$ cat src/hw/rtl/sdx_pkg.sv
// Shared types, constants and the character classifier of the Soundex encoder.
package sdx_pkg;

  localparam int unsigned MidDepth = 2;
  localparam int unsigned MidPtrW  = (MidDepth > 1) ? $clog2(MidDepth) : 1;
  localparam int unsigned MidCntW  = $clog2(MidDepth + 1);

  localparam int unsigned OutDepth = 2;
  localparam int unsigned OutPtrW  = (OutDepth > 1) ? $clog2(OutDepth) : 1;
  localparam int unsigned OutCntW  = $clog2(OutDepth + 1);

  localparam int unsigned NumDigits = 3;

  localparam logic [2:0] CodeNone = 3'd0;

  typedef struct packed {
    logic [7:0] char_in;
    logic       last_char;
  } sdx_in_t;

  typedef struct packed {
    logic [7:0] first_letter;
    logic [2:0] digit_one;
    logic [2:0] digit_two;
    logic [2:0] digit_three;
  } sdx_out_t;

  typedef struct packed {
    logic [7:0] upper;
    logic [2:0] code;
    logic       is_h_or_w;
    logic       last;
  } sdx_cls_t;

  function automatic logic [7:0] to_lower(input logic [7:0] c);
    logic [7:0] r;
    r = c;
    if (c >= 8'h41 && c <= 8'h5a) begin
      r = c + 8'h20;
    end
    return r;
  endfunction

  function automatic logic [7:0] to_upper(input logic [7:0] c);
    logic [7:0] r;
    r = c;
    if (c >= 8'h61 && c <= 8'h7a) begin
      r = c - 8'h20;
    end
    return r;
  endfunction

  function automatic logic [2:0] code_of(input logic [7:0] c);
    logic [2:0] r;
    r = CodeNone;
    unique case (to_lower(c)) inside
      "b", "f", "p", "v":                     r = 3'd1;
      "c", "g", "j", "k", "q", "s", "x", "z": r = 3'd2;
      "d", "t":                               r = 3'd3;
      "l":                                    r = 3'd4;
      "m", "n":                               r = 3'd5;
      "r":                                    r = 3'd6;
      default:                                r = CodeNone;
    endcase
    return r;
  endfunction

endpackage

$ cat src/hw/rtl/sdx_front.sv
// Front end: classifies each incoming character into its code and flags.
module sdx_front (
  input  sdx_pkg::sdx_in_t  in_data_i,
  output sdx_pkg::sdx_cls_t cls_o
);
  import sdx_pkg::*;

  logic [7:0] lower;

  assign lower            = to_lower(in_data_i.char_in);
  assign cls_o.upper      = to_upper(in_data_i.char_in);
  assign cls_o.code       = code_of(in_data_i.char_in);
  assign cls_o.is_h_or_w  = (lower == "h") || (lower == "w");
  assign cls_o.last       = in_data_i.last_char;

endmodule

$ cat src/hw/rtl/sdx_queue.sv
// Short queue of classified characters between the front and back ends.
module sdx_queue (
  input  logic              clk_i,
  input  logic              rst_ni,
  input  logic              wr_i,
  input  sdx_pkg::sdx_cls_t wr_data_i,
  output logic              full_o,
  input  logic              rd_i,
  output logic              valid_o,
  output sdx_pkg::sdx_cls_t rd_data_o
);
  import sdx_pkg::*;

  sdx_cls_t           mem_q [MidDepth];
  logic [MidPtrW-1:0] wr_ptr_q, wr_ptr_d;
  logic [MidPtrW-1:0] rd_ptr_q, rd_ptr_d;
  logic [MidCntW-1:0] cnt_q, cnt_d;
  logic               do_wr, do_rd;

  assign full_o    = (cnt_q == MidCntW'(MidDepth));
  assign valid_o   = (cnt_q != '0);
  assign rd_data_o = mem_q[rd_ptr_q];
  assign do_wr     = wr_i && !full_o;
  assign do_rd     = rd_i && valid_o;

  always_comb begin
    wr_ptr_d = wr_ptr_q;
    rd_ptr_d = rd_ptr_q;
    cnt_d    = cnt_q;
    if (do_wr) begin
      wr_ptr_d = (wr_ptr_q == MidPtrW'(MidDepth - 1)) ? '0 : wr_ptr_q + 1'b1;
    end
    if (do_rd) begin
      rd_ptr_d = (rd_ptr_q == MidPtrW'(MidDepth - 1)) ? '0 : rd_ptr_q + 1'b1;
    end
    if (do_wr && !do_rd) begin
      cnt_d = cnt_q + 1'b1;
    end else if (do_rd && !do_wr) begin
      cnt_d = cnt_q - 1'b1;
    end
  end

  always_ff @(posedge clk_i or negedge rst_ni) begin
    if (!rst_ni) begin
      wr_ptr_q <= '0;
      rd_ptr_q <= '0;
      cnt_q    <= '0;
    end else begin
      wr_ptr_q <= wr_ptr_d;
      rd_ptr_q <= rd_ptr_d;
      cnt_q    <= cnt_d;
    end
  end

  always_ff @(posedge clk_i) begin
    if (do_wr) begin
      mem_q[wr_ptr_q] <= wr_data_i;
    end
  end

endmodule

$ cat src/hw/rtl/sdx_back.sv
// Back end: applies the Soundex rules per character and buffers finished codes.
module sdx_back (
  input  logic              clk_i,
  input  logic              rst_ni,
  input  logic              valid_i,
  input  sdx_pkg::sdx_cls_t cls_i,
  output logic              take_o,
  output logic              empty_o,
  input  logic              pop_i,
  output sdx_pkg::sdx_out_t out_data_o
);
  import sdx_pkg::*;

  logic [2:0] prev_code_q, prev_code_d;
  logic [2:0] prev_prev_code_q, prev_prev_code_d;
  logic       prev_hw_q, prev_hw_d;
  logic [1:0] pos_q, pos_d;
  logic [1:0] filled_q, filled_d;
  logic [7:0] first_q, first_d;
  logic [2:0] dig0_q, dig0_d, dig1_q, dig1_d, dig2_q, dig2_d;
  logic       skip;

  sdx_out_t           buf_q [OutDepth];
  logic [OutPtrW-1:0] wr_ptr_q, wr_ptr_d;
  logic [OutPtrW-1:0] rd_ptr_q, rd_ptr_d;
  logic [OutCntW-1:0] cnt_q, cnt_d;
  logic               buf_full, res_wr, do_pop;
  sdx_out_t           res;

  assign buf_full   = (cnt_q == OutCntW'(OutDepth));
  assign empty_o    = (cnt_q == '0);
  assign out_data_o = buf_q[rd_ptr_q];
  assign take_o     = valid_i && !(cls_i.last && buf_full);
  assign res_wr     = take_o && cls_i.last;
  assign do_pop     = pop_i && !empty_o;

  always_comb begin
    prev_code_d      = prev_code_q;
    prev_prev_code_d = prev_prev_code_q;
    prev_hw_d        = prev_hw_q;
    pos_d            = pos_q;
    filled_d         = filled_q;
    first_d          = first_q;
    dig0_d           = dig0_q;
    dig1_d           = dig1_q;
    dig2_d           = dig2_q;
    skip             = (pos_q == 2'd2) && (cls_i.code == prev_prev_code_q) && prev_hw_q;
    if (take_o) begin
      if (pos_q == 2'd0) begin
        first_d          = cls_i.upper;
        dig0_d           = CodeNone;
        dig1_d           = CodeNone;
        dig2_d           = CodeNone;
        filled_d         = '0;
        prev_prev_code_d = CodeNone;
        pos_d            = 2'd1;
      end else begin
        if (filled_q < 2'(NumDigits) && cls_i.code != CodeNone &&
            cls_i.code != prev_code_q && !skip) begin
          case (filled_q)
            2'd0:    dig0_d = cls_i.code;
            2'd1:    dig1_d = cls_i.code;
            default: dig2_d = cls_i.code;
          endcase
          filled_d = filled_q + 1'b1;
        end
        prev_prev_code_d = prev_code_q;
        if (pos_q != 2'd2) begin
          pos_d = pos_q + 1'b1;
        end
      end
      prev_code_d = cls_i.code;
      prev_hw_d   = cls_i.is_h_or_w;
      if (cls_i.last) begin
        pos_d = 2'd0;
      end
    end
  end

  assign res.first_letter = first_d;
  assign res.digit_one    = dig0_d;
  assign res.digit_two    = dig1_d;
  assign res.digit_three  = dig2_d;

  always_comb begin
    wr_ptr_d = wr_ptr_q;
    rd_ptr_d = rd_ptr_q;
    cnt_d    = cnt_q;
    if (res_wr) begin
      wr_ptr_d = (wr_ptr_q == OutPtrW'(OutDepth - 1)) ? '0 : wr_ptr_q + 1'b1;
    end
    if (do_pop) begin
      rd_ptr_d = (rd_ptr_q == OutPtrW'(OutDepth - 1)) ? '0 : rd_ptr_q + 1'b1;
    end
    if (res_wr && !do_pop) begin
      cnt_d = cnt_q + 1'b1;
    end else if (do_pop && !res_wr) begin
      cnt_d = cnt_q - 1'b1;
    end
  end

  always_ff @(posedge clk_i or negedge rst_ni) begin
    if (!rst_ni) begin
      prev_code_q      <= CodeNone;
      prev_prev_code_q <= CodeNone;
      prev_hw_q        <= 1'b0;
      pos_q            <= '0;
      filled_q         <= '0;
      first_q          <= '0;
      dig0_q           <= CodeNone;
      dig1_q           <= CodeNone;
      dig2_q           <= CodeNone;
      wr_ptr_q         <= '0;
      rd_ptr_q         <= '0;
      cnt_q            <= '0;
    end else begin
      prev_code_q      <= prev_code_d;
      prev_prev_code_q <= prev_prev_code_d;
      prev_hw_q        <= prev_hw_d;
      pos_q            <= pos_d;
      filled_q         <= filled_d;
      first_q          <= first_d;
      dig0_q           <= dig0_d;
      dig1_q           <= dig1_d;
      dig2_q           <= dig2_d;
      wr_ptr_q         <= wr_ptr_d;
      rd_ptr_q         <= rd_ptr_d;
      cnt_q            <= cnt_d;
    end
  end

  always_ff @(posedge clk_i) begin
    if (res_wr) begin
      buf_q[wr_ptr_q] <= res;
    end
  end

endmodule

$ cat src/hw/rtl/soundex_encoder.sv
// Top level of the streaming American Soundex encoder.
//
// Characters of a word enter on the input queue port: in_data_i is taken at
// a rising edge where push is high and full is low. The item flagged
// last_char closes the word and produces one Soundex code; other items
// produce nothing. Codes leave on the result queue port: while empty is low
// out_data_o holds the oldest code, and it is removed at an edge where pop is
// high. The front end classifies a character as it is accepted and writes it
// to a two-entry queue; the back end applies the adjacency rules to one
// character per cycle and writes finished codes into a two-entry buffer.
// Throughput is one character per cycle while the receiver keeps up. A code
// is written into the result buffer before it appears on out_data_o. When the
// receiver stalls, the result buffer fills, the back end holds the closing
// character, the middle queue fills and full rises; nothing is dropped. Reset
// empties both queues and returns the encoder to the start of a word.
module soundex_encoder (
  input  logic              clk_i,
  input  logic              rst_ni,
  input  logic              push,
  output logic              full,
  input  sdx_pkg::sdx_in_t  in_data_i,
  output logic              empty,
  input  logic              pop,
  output sdx_pkg::sdx_out_t out_data_o
);
  import sdx_pkg::*;

  sdx_cls_t cls_in, cls_head;
  logic     mid_valid, mid_take;

  sdx_front u_front (
    .in_data_i (in_data_i),
    .cls_o     (cls_in)
  );

  sdx_queue u_queue (
    .clk_i     (clk_i),
    .rst_ni    (rst_ni),
    .wr_i      (push),
    .wr_data_i (cls_in),
    .full_o    (full),
    .rd_i      (mid_take),
    .valid_o   (mid_valid),
    .rd_data_o (cls_head)
  );

  sdx_back u_back (
    .clk_i      (clk_i),
    .rst_ni     (rst_ni),
    .valid_i    (mid_valid),
    .cls_i      (cls_head),
    .take_o     (mid_take),
    .empty_o    (empty),
    .pop_i      (pop),
    .out_data_o (out_data_o)
  );

endmodule

$ cat config.mk
export PLATFORM = sky130hd
export DESIGN_NAME = soundex_encoder
export DESIGN_NICKNAME = d
export VERILOG_FILES = /design/src/hw/rtl/sdx_pkg.sv /design/src/hw/rtl/sdx_front.sv /design/src/hw/rtl/sdx_queue.sv /design/src/hw/rtl/sdx_back.sv /design/src/hw/rtl/soundex_encoder.sv
export SDC_FILE = /design/constraint.sdc
export NUM_CORES = 1
export LEC_CHECK = 0
export BUFFER_PORTS_ARGS = -buffer_cell sky130_fd_sc_hd__buf_4
export CORE_MARGIN = 2
export CORE_UTILIZATION = 33
export DETAILED_ROUTE_END_ITERATION = 16
export PLACE_DENSITY = 0.57
export SETUP_SLACK_MARGIN = 0.15
export SKIP_LAST_GASP = 1
export SLEW_MARGIN = 0
export SYNTH_ARGS = -nofsm -noshare
export SYNTH_HDL_FRONTEND = slang
export SYNTH_HIERARCHICAL = 1
export SYNTH_SLANG_ARGS = --single-unit
export TNS_END_PERCENT = 100
$ cat constraint.sdc
create_clock -name clk_i -period 3.2 [get_ports clk_i]
set_input_delay 0.64 -clock clk_i [delete_from_list [all_inputs] [get_ports clk_i]]
set_output_delay 0.64 -clock clk_i [all_outputs]
set_load 0.01 [all_outputs]
== Word level (Yosys, flattened, before mapping) ==
Memory sizes are Yosys's and may differ from the RTL's.
Cells that the tools add are included.

* Input port bits: 13
* Memories: 2
* Bits in writable memories: 60
* Flip-flop bits (word level): 36
* Word-level logic and storage cells: 138

* $lt $le $gt $ge: 5
* Reductions and logical operators: 42
* Multiplexer cells: 35
* $add $sub $neg: 12
* Equality and inequality tests: 27

{| class="wikitable"
|+ Memories
! name !! words !! bits a word !! read ports !! clocked after memory_dff !! write ports !! RTL line !! source
|-
| u_back.buf_q || 2 || 17 || 1 || 0 || 1 || sdx_back.sv:23 || <nowiki>sdx_out_t buf_q [OutDepth];</nowiki>
|-
| u_queue.mem_q || 2 || 13 || 1 || 0 || 1 || sdx_queue.sv:14 || <nowiki>sdx_cls_t mem_q [MidDepth];</nowiki>
|}

{| class="wikitable"
|+ Operator list
! operator !! number
|-
| $eq A8 B7 Y1 const B || 20
|-
| $mux W3 || 13
|-
| $mux W8 || 4
|-
| $mux W2 || 9
|-
| $pmux W3 S6 || 1
|-
| $logic_and A1 B1 Y1 || 17
|-
| $ge A8 B7 Y1 const B || 2
|-
| $le A8 B7 Y1 const B || 2
|-
| $add A2 B1 Y2 const B || 4
|-
| $add A8 B6 Y8 const B || 1
|-
| $logic_not A1 Y1 || 8
|-
| $mux W1 || 8
|-
| $reduce_bool A2 Y1 || 4
|-
| $reduce_or A8 Y1 || 1
|-
| $sub A8 B6 Y8 const B || 1
|-
| $eq A2 B2 Y1 const B || 3
|-
| $logic_not A2 Y1 || 3
|-
| $reduce_bool A3 Y1 || 2
|-
| $reduce_or A2 Y1 || 3
|-
| $add A1 B1 Y1 const B || 4
|-
| $reduce_and A2 Y1 || 2
|-
| $reduce_or A4 Y1 || 1
|-
| $sub A2 B1 Y2 const B || 2
|-
| $eq A3 B3 Y1 || 1
|-
| other kinds (5) || 5
|}

== Logic depth before layout (Yosys ltp) ==
* Word-level depth: 9
* Depth in mapped cells: 10
* Gate-level depth less buffers: 10

== Cells and area by module ==
Netlist, hierarchy kept.

{| class="wikitable"
|+ Modules (own cells, without submodules)
! module !! times used !! cells an instance !! sequential area each (um^2) !! area each (um^2)
|-
| sdx_back || 1 || 201 || 1821.7 || 2803.9
|-
| sdx_queue || 1 || 59 || 880.8 || 1141.1
|-
| sdx_front || 1 || 57 || 0.0 || 391.6
|}

== Least setup slack after synthesis ==
OpenSTA, ideal clock, no wires.

* Path kind: register to register
* From: reg u_queue.rd_ptr_q
* To: mem u_back/buf_q[0][1] in the netlist's numbering, data pin
* Cell stages (with the launch flop): 10
* Buffers on the path: 3
* Setup slack: 686 ps
* Arrival: 2239 ps
* Setup time: 275 ps
* Data required time: 2925 ps
* Cell sequence: dfrtp_1 buf_6 mux2_2 buf_6 xor2_1 or4_4 and4_4 buf_6 mux2i_1 o21ai_1

{| class="wikitable"
|+ RTL lines
! element !! RTL line !! source
|-
| from (decl) || sdx_queue.sv:16 || <nowiki>logic [MidPtrW-1:0] rd_ptr_q, rd_ptr_d;</nowiki>
|-
| from (signal assigned) || sdx_queue.sv:50 || <nowiki>rd_ptr_q <= rd_ptr_d;</nowiki>
|-
| to (decl) || sdx_back.sv:23 ||
|}

==> results by group <==
Outcome
  • Status: completed

Timing
  • Setup-failing EPs final: 0
  • Worst slew margin: approximately 50%
  • RSZ-0062 raised after global routing: no
  • Setup TNS: 0 ns
  • Fin crit period: roughly 2.6 ns
  • Setup slack after layout: 0.573 ns
  • Max-slew violation count: 0
  • FMAX: 0.381 GHz
  • Final worst path period share: ~82%
  • Final hold vios: 0
  • Clock skew: 0.00683 ns
  • Worst-Margin Slew: 0.763 ns

Setup path
  • Worst Setup Start Kind: flop
  • Maximum fanout along the worst path: 8
  • Crit end category: flop
  • Setup CP Type: reg -> reg
  • WP data arrival: 2.72 ns
  • Critical Path RT: 3.29 ns

Power
  • Clock power share: a little over a fifth
  • Worst vdd ir: approximately 0.0004 V
  • Seq pwr share: 40.7%
  • P_int: 3.57 mW
  • Net Sw Power: 1.72 mW
  • Leakage power total: a little over 2 nW
  • Sw Ratio: around 33%
  • PD cells: 1050 nW/um^2
  • Combinational share of power: 38.2%

GRT
  • Met1 Track Usage GR: 15.7%
  • Largest net degree at the start of global routing: 37
  • Initial antenna violation count: 0
  • Grt met2 use: approximately 18%
  • Number of global-route vias before repair: between 2,000 and 2,500
  • GR peak layer: met2
  • Grt met3 use: 3.14%
  • Grt ovf: 0
  • Tot GR Track Use: 11.6%
  • First-pass GRT wire length: 12,800 um

Place
  • Final HPWL DP: between 5000 and 6000 um
  • Setup WS pre-CTS: slightly below 0.6 ns
  • Port Buffers: 31
  • GP Congestion: 0.765
  • DP Area: 4720 sq um
  • Placed insts: 509

Synth
  • Synthesized instance count: 317
  • Simple-gate share of the synthesized area: 10.3%
  • Post-synth EDFFs: 60
  • Post-synthesis xor/xnor area fraction: 3.43%
  • Post-synthesis net count: 340
  • Async set-or-reset flop fraction in the synthesized netlist: 37.5%
  • Yosys warns: 6
  • Most numerous cell in the Yosys netlist: edfxtp_1
  • Compound-cell area share of the yosys netlist: 4.99%
  • Synth top area cells: edfxtp_1, dfrtp_1, mux2_2, nand2_1, ha_1
  • Yosys reg bits: 96
  • Top FF cell, synth: edfxtp_1
  • Post-synthesis cell type count: 46
  • Sequential element share of the synthesized area: between 60% and 70%
  • Largest area contributor in the netlist: edfxtp_1
  • Post-synthesis mux area share: 12.2%
  • Largest family of logic cells by synthesized area: multiplexers
  • Adder-cell share of the synthesized area: 2.89%
  • Mean area per synthesized cell: between 10 and 15 sq um
  • Synth top area share: 41.5%
  • Cell Area, Synth: 4340 sq um
  • Synth top cells by count: edfxtp_1, mux2_2, nand2_1, dfrtp_1, inv_1

Clock tree
  • TritonCTS buffer count: 9
  • Clock Path Buffers: 2
  • CTS tree: yes
  • TritonCTS Sinks: 96
  • # hold bufs at CTS: 0
  • Setup repair bufs after CTS: 0
  • Cts repair resizes: 0
  • Root Driver: clkbuf_16
  • Clock transition at path regs: 0.07 ns
  • CTS H-tree depth: 3
  • Clk Latency, worst-skew pair: between 0.3 and 0.4 ns

Finish
  • Fillers: 1,245
  • Ant. Diodes: 0
  • Final Net Count: 371
  • Area growth, synth to finish: 16.2%
  • Share of cells above drive strength 1: 28.6%
  • Post-Layout Inst Area: 5040 sq um
  • Final Non-Filler Cells: 525

Detailed routing
  • Final ANT Viol Nets: 0
  • DRC marker count from the first detailed-route iteration: 126
  • Routed wire per std cell: between 10 and 15 um
  • Routed Wire Length: 7630 um
  • Routed vias: 2,482
  • DRC: 0
  • Router iterations before antenna repair: 4
  • Vias per std cell: 4.73

Run
  • Max_cap viols: 0

Floorplanning
  • I/O pin count: 32
  • Site row count: 41
  • Die Ht: 119 um
  • Initial Util: 34.1%
  • Core area: between 10,000 and 15,000 sq um
  • Width of the die: 119 um
  • Die footprint: roughly 14,000 sq um

Min path
  • Worst hold path class: in -> async
-- area by class of cell --
class	count	area, sq um	area share (%)
clock inverter	3	47.5	0.944
timing repair buffer	39	293	5.81
sequential	96	2700	53.6
tap	172	215	4.27
inverter	12	45.0	0.894
clock buffer	13	272	5.39
multi-input combinational	190	1460	29.1
-- metal layers --
metal | part of all wire, % | routed length (um) | vias up
met5 | 0 | 0 | -
met4 | 1.4 | 107 | 0
met3 | 3.8 | 288 | 7
met2 | 46 | 3520 | 43
met1 | 49 | 3720 | 1241
li1 | - | - | 1191
-- cells in the final DEF, fill, tap and decap left out, types with 7 or more instances in the layout --
cell type / Yosys / layout
mux2i_1: 10 / 10
mux2_2: 38 / 38
xnor2_1: 10 / 10
xor2_1: 7 / 7
inv_1: 12 / 12
buf_4: 6 / 39
o21ai_0: 11 / 11
clkbuf_16: 0 / 10
edfxtp_1: 60 / 60
nor2_1: 10 / 10
dfrtp_1: 36 / 36
nand2_1: 38 / 38
ha_1: 10 / 10
-- cell families (layout without fill, tap and decap cells) --
| logic type | Yosys count | after routing |
|---|---|---|
| adder cells (fa/ha/maj) | 10 | 10 |
| AO/OA/AOI/OAI | 34 | 34 |
| buffers and inverters | 31 | 67 |
| AND/OR/NAND/NOR | 81 | 81 |
| multiplexers | 48 | 48 |
| XOR/XNOR | 17 | 17 |
| flip-flops | 96 | 96 |
-- critical path: stages (launching register included) --
cell	delay (ns)
dfrtp_1	0.53
mux2_2	0.48
xor2_1	0.20
or4_4	0.55
nand4_2	0.17
mux2i_1	0.09
o21ai_0	0.36
-- sequential cells by signal, indices dropped and copies added, names as in the netlist, 3 cells and up --
| signal | flops |
|---|---|
| u_back/buf_q | 34 |
| u_back/prev_prev_code_q | 3 |
| u_back/prev_code_q | 3 |
| u_queue/mem_q | 26 |
| u_back/dig0_q | 3 |
| u_back/dig2_q | 3 |
| u_back/first_q | 8 |
| u_back/dig1_q | 3 |
-- worst paths after layout --
kind / startpoint / end / slack, ns / depth (start not counted)
max: u_queue/rd_ptr_q / u_back/buf_q[1][6] / 0.57 / 6
min: rst_ni / u_back/prev_prev_code_q[0] / 0.26 / 1
max reg2reg: u_queue/rd_ptr_q / u_back/buf_q[1][6] / 0.57 / 6
min reg2reg: u_back/wr_ptr_q / u_back/wr_ptr_q / 0.49 / 1
max in group asynchronous: rst_ni / u_back/wr_ptr_q / 2.59 / 1
min in group clk_i: u_back/wr_ptr_q / u_back/wr_ptr_q / 0.49 / 1
-- stage by stage --
step	utilization, %	hold WS, ns	power [mW]
3_3_place_gp	37.1	0.475	4.20
2_1_floorplan	-	0.344	3.57
5_1_grt	39.6	0.294	5.64
6_report	39.6	0.258	5.29
3_5_place_dp	37.1	0.486	4.22
4_1_cts	39.6	0.281	5.37
-- power groups by stage --
stage | sequential [mW] | clock (mW) | combinational [mW]
floorplan | 2.07 | 0 | 1.49
global placement | 2.17 | 0 | 2.03
detailed placement | 2.18 | 0 | 2.04
CTS | 2.16 | 1.15 | 2.06
global route | 2.21 | 1.20 | 2.23
finish | 2.15 | 1.12 | 2.02
No activity file was read; power rests on OpenSTA's default activity.
